===== src/dtlc_pkg.sv =====
// Types, constants and helper functions of the traffic light controller.
// No dependencies; every module file of the project imports it.
`default_nettype none
package dtlc_pkg;

   localparam int MAX_APPROACHES = 4;
   localparam int CAR_INPUTS     = 4;
   localparam int NUM_LANES      = (MAX_APPROACHES < CAR_INPUTS) ? MAX_APPROACHES : CAR_INPUTS;
   localparam int LANE_W         = (NUM_LANES > 1) ? $clog2(NUM_LANES) : 1;

   localparam int CAR_W   = 8;
   localparam int PHASE_W = 16;
   localparam int ROT_W   = 8;
   localparam int APPR_W  = 3;
   localparam int CSR_AW  = 3;
   localparam int CSR_DW  = 16;
   localparam int REQ_DW  = 4 * CAR_W;
   localparam int RSP_DW  = 8;
   localparam int DIV_CW  = $clog2(PHASE_W);

   localparam logic [PHASE_W-1:0] INTERVAL_RST     = PHASE_W'(60);
   localparam logic [PHASE_W-1:0] LAG_RST          = '0;
   localparam logic [ROT_W-1:0]   ROTATE_RST       = ROT_W'(10);
   localparam logic [APPR_W-1:0]  NUM_APPR_RST     = APPR_W'(4);
   localparam logic [APPR_W-1:0]  INIT_GREEN_RST   = APPR_W'(2);
   localparam logic [APPR_W-1:0]  MAX_APPR_CODE    = APPR_W'(MAX_APPROACHES);
   localparam logic [APPR_W-1:0]  LANE_LIMIT_CODE  = APPR_W'(NUM_LANES);

   typedef enum logic [CSR_AW-1:0] {
      REG_INTERVAL     = 3'd0,
      REG_LAG_PHASE    = 3'd1,
      REG_ROTATE_EVERY = 3'd2,
      REG_NUM_APPR     = 3'd3,
      REG_INIT_GREEN   = 3'd4
   } csr_reg_type;

   // One lane's finding: does it take part, its count and its place
   typedef struct packed {
      logic              valid;
      logic [CAR_W-1:0]  count;
      logic [LANE_W-1:0] idx;
   } cand_type;

   // Control between the top level and the lag reduction unit
   typedef struct packed {
      logic start;
      logic busy;
   } div_ctl_type;

   function automatic logic [APPR_W-1:0] clamp_green(input logic [APPR_W-1:0] v);
      logic [APPR_W-1:0] r;
      r = v;
      if (v == '0) r = APPR_W'(1);
      else if (v > MAX_APPR_CODE) r = MAX_APPR_CODE;
      return r;
   endfunction

   function automatic logic [APPR_W-1:0] approaches_in_use(input logic [APPR_W-1:0] v);
      logic [APPR_W-1:0] r;
      r = v;
      if (v == '0) r = APPR_W'(1);
      else if (v > LANE_LIMIT_CODE) r = LANE_LIMIT_CODE;
      return r;
   endfunction

   // Keep a unless b is in use and holds strictly more cars: low index wins ties
   function automatic cand_type pick(input cand_type a, input cand_type b);
      cand_type r;
      r = a;
      if (b.valid && (!a.valid || (b.count > a.count))) r = b;
      return r;
   endfunction

endpackage
`default_nettype wire


===== src/dtlc_lane.sv =====
// One approach lane: qualifies its car count against the approaches in use.
// Depends on dtlc_pkg.
`default_nettype none
module dtlc_lane (
   input  wire logic [dtlc_pkg::CAR_W-1:0]  cars,
   input  wire logic [dtlc_pkg::LANE_W-1:0] lane_idx,
   input  wire logic [dtlc_pkg::APPR_W-1:0] n_use,
   output dtlc_pkg::cand_type               cand
);
   import dtlc_pkg::*;

   always_comb begin
      cand.valid = ({1'b0, lane_idx} < (LANE_W+1)'(n_use));
      cand.count = cars;
      cand.idx   = lane_idx;
   end

endmodule
`default_nettype wire


===== src/dtlc_merge.sv =====
// Merge tree over the lane findings: busiest approach, lowest index on a tie.
// Depends on dtlc_pkg.
`default_nettype none
module dtlc_merge (
   input  dtlc_pkg::cand_type                      lanes [dtlc_pkg::NUM_LANES],
   output logic [dtlc_pkg::LANE_W-1:0]             best_idx
);
   import dtlc_pkg::*;

   cand_type level [NUM_LANES];

   // Fold pairwise, level by level, so the lower index stays on the left of every compare
   always_comb begin
      for (int i = 0; i < NUM_LANES; i++) begin
         level[i] = lanes[i];
      end
      for (int step = 1; step < NUM_LANES; step = step * 2) begin
         for (int i = 0; i + step < NUM_LANES; i = i + 2 * step) begin
            level[i] = pick(level[i], level[i+step]);
         end
      end
      best_idx = level[0].idx;
   end

endmodule
`default_nettype wire


===== src/dtlc_lagmod.sv =====
// Bit-serial remainder unit: reduces lag_phase modulo the interval.
// Depends on dtlc_pkg.
`default_nettype none
module dtlc_lagmod (
   input  wire logic                          clock,
   input  wire logic                          reset,
   input  dtlc_pkg::div_ctl_type              ctl_in,
   output dtlc_pkg::div_ctl_type              ctl_out,
   input  wire logic [dtlc_pkg::PHASE_W-1:0]  divisor,
   input  wire logic [dtlc_pkg::PHASE_W-1:0]  dividend,
   output logic [dtlc_pkg::PHASE_W-1:0]       remainder
);
   import dtlc_pkg::*;

   logic               busy_ff, busy_in;
   logic [DIV_CW-1:0]  bit_ff, bit_in;
   logic [PHASE_W-1:0] rem_ff, rem_in;
   logic [PHASE_W-1:0] res_ff, res_in;
   logic [PHASE_W:0]   trial;
   logic [PHASE_W:0]   ival;
   logic [PHASE_W-1:0] step_rem;

   always_comb begin
      ival     = {1'b0, (divisor == '0) ? PHASE_W'(1) : divisor};
      trial    = {rem_ff, dividend[bit_ff]};
      step_rem = (trial >= ival) ? PHASE_W'(trial - ival) : trial[PHASE_W-1:0];
      busy_in  = busy_ff;
      bit_in   = bit_ff;
      rem_in   = rem_ff;
      res_in   = res_ff;
      if (ctl_in.start) begin
         busy_in = 1'b1;
         bit_in  = DIV_CW'(PHASE_W - 1);
         rem_in  = '0;
      end else if (busy_ff) begin
         rem_in = step_rem;
         bit_in = bit_ff - DIV_CW'(1);
         if (bit_ff == '0) begin
            busy_in = 1'b0;
            res_in  = step_rem;
         end
      end
   end

   always_ff @(posedge clock) begin
      if (reset) begin
         busy_ff <= 1'b0;
         bit_ff  <= '0;
         rem_ff  <= '0;
         res_ff  <= LAG_RST;
      end else begin
         busy_ff <= busy_in;
         bit_ff  <= bit_in;
         rem_ff  <= rem_in;
         res_ff  <= res_in;
      end
   end

   always_comb begin
      ctl_out.start = ctl_in.start;
      ctl_out.busy  = busy_ff;
      remainder     = res_ff;
   end

endmodule
`default_nettype wire


===== src/demand_traffic_light_controller.sv =====
// Demand-driven traffic light controller for one intersection. Every req transfer
// is one tick carrying the queued car count of each approach (8 bits each); every
// tick yields exactly one rsp transfer with the approach holding green after the
// tick, whether the lights were re-decided, and whether that decision was a ring
// rotation. Four lanes qualify the counts side by side, a two-level merge tree
// picks the busiest approach, and the result lands in an output register that
// lets the next tick enter only while it is empty or being taken. Writing interval
// or lag_phase starts a bit-serial remainder unit that reduces the lag modulo the
// interval; req_tready stays low from the write cycle until the reduction ends.
// After reset the reduced lag is already valid and no such wait is needed.
// Depends on dtlc_pkg, dtlc_lane, dtlc_merge and dtlc_lagmod.
`default_nettype none
module demand_traffic_light_controller (
   input  wire logic                         clock,
   input  wire logic                         reset,
   // Tick input
   input  wire logic                         req_tvalid,
   output logic                              req_tready,
   input  wire logic [dtlc_pkg::REQ_DW-1:0]  req_tdata,  // cars_0, cars_1, cars_2, cars_3
   // Decision output
   output logic                              rsp_tvalid,
   input  wire logic                         rsp_tready,
   output logic [dtlc_pkg::RSP_DW-1:0]       rsp_tdata,  // green_approach[2:0], lights_changed,
                                                         // by_rotation, zero pad
   // Register writes
   input  wire logic                         csr_we,
   input  wire logic [dtlc_pkg::CSR_AW-1:0]  csr_addr,
   input  wire logic [dtlc_pkg::CSR_DW-1:0]  csr_wdata
);
   import dtlc_pkg::*;

   // Configuration registers
   logic [PHASE_W-1:0] interval_ff, interval_in;
   logic [PHASE_W-1:0] lag_ff, lag_in;
   logic [ROT_W-1:0]   rotate_ff, rotate_in;
   logic [APPR_W-1:0]  num_appr_ff, num_appr_in;

   // Tick state
   logic [PHASE_W-1:0] phase_ff, phase_in;
   logic [ROT_W-1:0]   dcount_ff, dcount_in;
   logic [APPR_W-1:0]  green_ff, green_in;

   // Output stage
   logic               rsp_valid_ff, rsp_valid_in;
   logic [RSP_DW-1:0]  rsp_data_ff, rsp_data_in;

   div_ctl_type        div_req, div_stat;
   logic [PHASE_W-1:0] lag_mod;
   logic               req_fire;
   logic               decide;
   logic               rotate;
   logic [APPR_W-1:0]  n_use;
   logic [APPR_W:0]    ring_next;
   logic [APPR_W-1:0]  ring_green;
   logic [PHASE_W-1:0] ival;
   logic [PHASE_W:0]   phase_next;
   logic [ROT_W-1:0]   every;
   logic [ROT_W:0]     dcount_next;
   logic [LANE_W-1:0]  best_idx;
   logic [CAR_W-1:0]   lane_cars [NUM_LANES];
   cand_type           lane_cand [NUM_LANES];
   csr_reg_type        csr_sel;

   assign csr_sel = csr_reg_type'(csr_addr);

   // A lag or interval write kicks off a fresh reduction
   assign div_req.start = csr_we && ((csr_sel == REG_INTERVAL) || (csr_sel == REG_LAG_PHASE));
   assign div_req.busy  = 1'b0;

   dtlc_lagmod u_lagmod (
      .clock     (clock),
      .reset     (reset),
      .ctl_in    (div_req),
      .ctl_out   (div_stat),
      .divisor   (interval_ff),
      .dividend  (lag_ff),
      .remainder (lag_mod)
   );

   // Hold off ticks while the reduced lag is stale; otherwise take one per cycle
   // as long as the output register is free or draining.
   assign req_tready = !div_stat.start && !div_stat.busy && (!rsp_valid_ff || rsp_tready);
   assign req_fire   = req_tvalid && req_tready;

   assign n_use = approaches_in_use(num_appr_ff);

   // Demand lanes
   for (genvar g = 0; g < NUM_LANES; g++) begin : g_lane
      assign lane_cars[g] = req_tdata[g*CAR_W +: CAR_W];
      dtlc_lane u_lane (
         .cars     (lane_cars[g]),
         .lane_idx (LANE_W'(g)),
         .n_use    (n_use),
         .cand     (lane_cand[g])
      );
   end

   dtlc_merge u_merge (
      .lanes    (lane_cand),
      .best_idx (best_idx)
   );

   always_comb begin
      ival        = (interval_ff == '0) ? PHASE_W'(1) : interval_ff;
      every       = (rotate_ff == '0) ? ROT_W'(1) : rotate_ff;
      decide      = (phase_ff == lag_mod);
      rotate      = decide && (dcount_ff == '0);
      ring_next   = {1'b0, green_ff} + (APPR_W+1)'(1);
      // Step around the ring; past the last approach in use, wrap to approach 1
      ring_green  = ((ring_next > (APPR_W+1)'(n_use)) || (ring_next < (APPR_W+1)'(2)))
                    ? APPR_W'(1) : ring_next[APPR_W-1:0];
      phase_next  = {1'b0, phase_ff} + (PHASE_W+1)'(1);
      dcount_next = {1'b0, dcount_ff} + (ROT_W+1)'(1);
   end

   // Tick state and configuration
   always_comb begin
      interval_in = interval_ff;
      lag_in      = lag_ff;
      rotate_in   = rotate_ff;
      num_appr_in = num_appr_ff;
      phase_in    = phase_ff;
      dcount_in   = dcount_ff;
      green_in    = green_ff;

      if (req_fire) begin
         phase_in = (phase_next >= (PHASE_W+1)'(ival)) ? '0 : phase_next[PHASE_W-1:0];
         if (decide) begin
            green_in  = rotate ? ring_green : APPR_W'(best_idx) + APPR_W'(1);
            dcount_in = (dcount_next >= (ROT_W+1)'(every)) ? '0 : dcount_next[ROT_W-1:0];
         end
      end

      if (csr_we) begin
         case (csr_sel)
            REG_INTERVAL:     interval_in = csr_wdata[PHASE_W-1:0];
            REG_LAG_PHASE:    lag_in      = csr_wdata[PHASE_W-1:0];
            REG_ROTATE_EVERY: rotate_in   = csr_wdata[ROT_W-1:0];
            REG_NUM_APPR:     num_appr_in = csr_wdata[APPR_W-1:0];
            // Initial green also moves the lights at once
            REG_INIT_GREEN:   green_in    = clamp_green(csr_wdata[APPR_W-1:0]);
            default: ;
         endcase
      end
   end

   // Output register: load on a tick, drop once the downstream takes it
   always_comb begin
      rsp_valid_in = rsp_valid_ff;
      rsp_data_in  = rsp_data_ff;
      if (req_fire) begin
         rsp_valid_in = 1'b1;
         rsp_data_in  = {{(RSP_DW-APPR_W-2){1'b0}}, rotate, decide, green_in};
      end else if (rsp_tready) begin
         rsp_valid_in = 1'b0;
      end
   end

   always_ff @(posedge clock) begin
      if (reset) begin
         interval_ff  <= INTERVAL_RST;
         lag_ff       <= LAG_RST;
         rotate_ff    <= ROTATE_RST;
         num_appr_ff  <= NUM_APPR_RST;
         phase_ff     <= '0;
         dcount_ff    <= '0;
         green_ff     <= clamp_green(INIT_GREEN_RST);
         rsp_valid_ff <= 1'b0;
      end else begin
         interval_ff  <= interval_in;
         lag_ff       <= lag_in;
         rotate_ff    <= rotate_in;
         num_appr_ff  <= num_appr_in;
         phase_ff     <= phase_in;
         dcount_ff    <= dcount_in;
         green_ff     <= green_in;
         rsp_valid_ff <= rsp_valid_in;
      end
   end

   always_ff @(posedge clock) begin
      rsp_data_ff <= rsp_data_in;
   end

   assign rsp_tvalid = rsp_valid_ff;
   assign rsp_tdata  = rsp_data_ff;

endmodule
`default_nettype wire


===== config.mk =====
export PLATFORM = sky130hd
export DESIGN_NAME = demand_traffic_light_controller
export DESIGN_NICKNAME = d
export VERILOG_FILES = /design/src/dtlc_pkg.sv /design/src/dtlc_lane.sv /design/src/dtlc_merge.sv /design/src/dtlc_lagmod.sv /design/src/demand_traffic_light_controller.sv
export SDC_FILE = /design/constraint.sdc
export NUM_CORES = 1
export LEC_CHECK = 0
export ABC_AREA = 1
export CAP_MARGIN = 15
export CORE_ASPECT_RATIO = 0.6
export CORE_MARGIN = 2
export CORE_UTILIZATION = 45
export DETAILED_ROUTE_END_ITERATION = 8
export DONT_BUFFER_PORTS = 1
export PLACE_DENSITY_LB_ADDON = 0.08
export SYNTH_ARGS = -nofsm -noshare
export SYNTH_HDL_FRONTEND = slang
export SYNTH_SLANG_ARGS = --single-unit
export TNS_END_PERCENT = 1

===== constraint.sdc =====
create_clock -name clock -period 3.08 [get_ports clock]
set_clock_uncertainty 0.2 [all_clocks]
set_input_delay 0.308 -clock clock [delete_from_list [all_inputs] [get_ports clock]]
set_output_delay 0.308 -clock clock [all_outputs]
set_load 0.02 [all_outputs]

==> results.sh <==
export IMPL_yosysUniqueCellTypes=46
export IMPL_cts_tree="done"
export IMPL_seqPwrFrac_pct=34.9
export IMPL_grt_max_degree=68
export IMPL_crit_chain="buf_12, buf_4, nor2_1, o22ai_1, nand2_1, nand3_1, and2_4, inv_4, ha_4, fa_2, o21ai_1, buf_4, buf_4, a31oi_2, xnor2_1, nand2_1, nand3_2, nand2_1, inv_1"
export IMPL_drt_pass1_iter_count=5
export IMPL_overflow=0
export IMPL_cts_htree_levels=4
export IMPL_max_stage_delay_ns=0.38
export IMPL_grt_total_usage_pct=25.3
export IMPL_core_area_um2=17200
export IMPL_max_slew_margin_pct=15.9
export IMPL_critPathCaptureType="flop"
export IMPL_wl_per_cell_um=15.7
export IMPL_synthFlopType="dfxtp_1"
export IMPL_fp_dieH_um=107
export IMPL_setup_viol=0
export IMPL_post_route_util_pct=55.1
export IMPL_antenna_found_initial=0
export IMPL_ir_worst_vdd_v=0.000357
export IMPL_slowest_stage="fa_2"
export IMPL_outcome="complete, no violations"
export IMPL_synth_area_per_cell_um2=6.78
export IMPL_die_w_um=175
export IMPL_start_util_pct=46.2
export IMPL_netlist_instances=1170
export IMPL_grt_pass1_vias=6625
export IMPL_synth_edf_count=5
export IMPL_insertion_delay_ns=0.42
export IMPL_synth_warnings=0
export IMPL_pwr_share_comb_pct=23.3
export IMPL_crit_arrival_ns=3.10
export IMPL_rsz0062_at_grt="yes"
export IMPL_diodes=0
export IMPL_multiInputGateArea_um2=4950
export IMPL_min_period_ns=2.98
export IMPL_area_delta_synth_final_pct=19.4
export IMPL_root_buffer="clkbuf_16"
export IMPL_cts_inserted_buffers=17
export IMPL_path_buf_inv=6
export IMPL_power_density_nw_per_um2=497
export IMPL_clk_path_buf_depth=2
export IMPL_drtIter0Drc=676
export IMPL_path_delay_family="simple AND/OR/NAND/NOR gates"
export IMPL_grt_pass1_wl_mm=36.6
export IMPL_final_cell_mix="222 x nand2_1, 168 x inv_1, 120 x nor2_1"
export IMPL_ys_ff_latch=113
export IMPL_nets=1354
export IMPL_slew_viol_final=0
export IMPL_hold_path_class="input port to flop"
export IMPL_ios=66
export IMPL_required_ns=3.20
export IMPL_drc=0
export IMPL_cts_sinks=113
export IMPL_placedCellCount=1411
export IMPL_fmax_ghz=0.335
export IMPL_seq_area_um2=2330
export IMPL_worstMarginPinSlew_ns=1.26
export IMPL_cellLeakagePower_uw=0.00469
export IMPL_cts_clk_slew_worst_paths_ns=0.06
export IMPL_pre_cts_slack_ns=-0.318
export IMPL_detail_route_antenna_nets=0
export IMPL_p_clk_share_pct=41.8
export IMPL_fin_crit_sh_pct=96.8
export IMPL_syn_area_um2=7930
export IMPL_wirelength_mm=23.1
export IMPL_path_class="flop to flop"
export IMPL_vias=7523
export IMPL_design_die_area_um2=18700
export IMPL_via_per_inst=5.11
export IMPL_p_int_uw=3180
export IMPL_fin_ws_ns=0.0990
export IMPL_dpl_hpwl_mm=17.0
export IMPL_fillers=1717
export IMPL_startpoint_type="flop"
export IMPL_switchingPower_uw=1530
export IMPL_switching_share_pct=32.6
export IMPL_synthArstFlopShare_pct=0
export IMPL_gp_congestion=0.880
export IMPL_io_buffers=0
export IMPL_hold_viol=0
export IMPL_crit_fanout=5
export IMPL_yosysSeqAreaShare_pct=29.2
export IMPL_final_common_cell="nand2_1"
export IMPL_drive_above_1_share_pct=12.9
export IMPL_whs_ns=0.0169
export IMPL_row_count=37
export IMPL_final_cells=1471
export IMPL_max_cap_violations=0
routing by layer:
| metal | global-route usage [%] | wire length (um) |
|---|---|---|
| met1 | 42.9 | 13100 |
| met2 | 30.8 | 8140 |
| met3 | 4.93 | 1640 |
| met4 | 5.83 | 216 |
| met5 | 0 | 0 |
power groups by stage:
stage	sequential, uW	clock [uW]	combinational, uW
finish	1640	1970	1100
global route	1650	2070	1240
CTS	1640	2000	1020
detailed placement	1670	0	983
global placement	1670	0	977
floorplan	1650	0	736
worst paths after layout:
check,endpoint,depth (start not counted),startpoint,slack (ns)
setup / recovery,u_lagmod.remainder[6],19,u_lagmod.bit_ff[0],0.1
hold reg to reg,dcount_ff[7],2,dcount_ff[7],0.30
setup reg to reg,u_lagmod.remainder[6],19,u_lagmod.bit_ff[0],0.1
hold / removal,phase_ff[3],3,req_tvalid,0.02
stage by stage:
stage	TNS, ns	total power (uW)	area (um2)
after detailed placement	-1.95	2660	8380
after global placement	-1.59	2650	8380
after CTS	0	4660	9150
after global routing	-0.204	4970	9470
after floorplan	0	2390	7940
final	0	4710	9470
worst min-delay path, stage by stage:
cell	delay, ns
nand2_4	0.14
nand2_1	0.10
a21oi_1	0.05
Yosys cell counts, types with 4 or more instances:
master      n  area share (%)
ha_1       72              11
o211ai_1    8            0.76
nor4_1      5            0.39
o21bai_1    7            0.66
nor2_1    126             6.0
nand2_4     4            0.57
edfxtp_1    5             1.9
nor2_2      5            0.39
nand2_1   224              11
nand4_1    26             2.1
xor2_1     39             4.3
o21ai_0    77             4.9
xnor2_1     7            0.77
clkbuf_1   26             1.2
o21a_1     23             2.2
buf_4       6            0.57
inv_2       4            0.19
dfxtp_1   108              27
nand3_1    85             5.4
nor3_1      9            0.57
a21oi_1    87             5.5
nand2_2     5            0.39
inv_1     175             8.3
kinds of logic after synthesis:
group / after synthesis / share of synthesized area, %
and+or+nand+nor: 502 / 27.9
DFF: 113 / 29.2
other: 1 / 0.0473
adders and majority gates: 73 / 11.6
xor gates and xnor gates: 46 / 5.08
buffers and inverters: 221 / 11.2
AOI/OAI and AO/OA: 214 / 15.1
cell type report:
class,instances,share of cell area [%]
Multi-Input combinational cell,839,52.3
Sequential cell,113,24.6
Inverter,181,7.39
Timing Repair Buffer,72,6.55
Clock buffer,20,4.61
Tap cell,234,3.09
Clock inverter,11,1.39
Timing Repair inverter,1,0.0793
registers in the layout, indices dropped and copies added (netlist names), 3 cells and up:
register	flops
phase_ff	16
dcount_ff	8
u_lagmod.bit_ff	4
interval_ff	16
u_lagmod.remainder	16
rotate_ff	8
u_lagmod.rem_ff	16
rsp_tdata	5
lag_ff	16
num_appr_ff	3
green_ff	3
timing repair:
item	4_1_cts	5_1_grt
buffers inserted	0	8
hold endpoints to repair	70	0
endpoints found under the setup margin	9	46
gates resized for setup	6	73
gates cloned	0	2
pin swaps	0	28
hold buffers	19	0
Note: power is estimated with default switching activity, not from simulation.
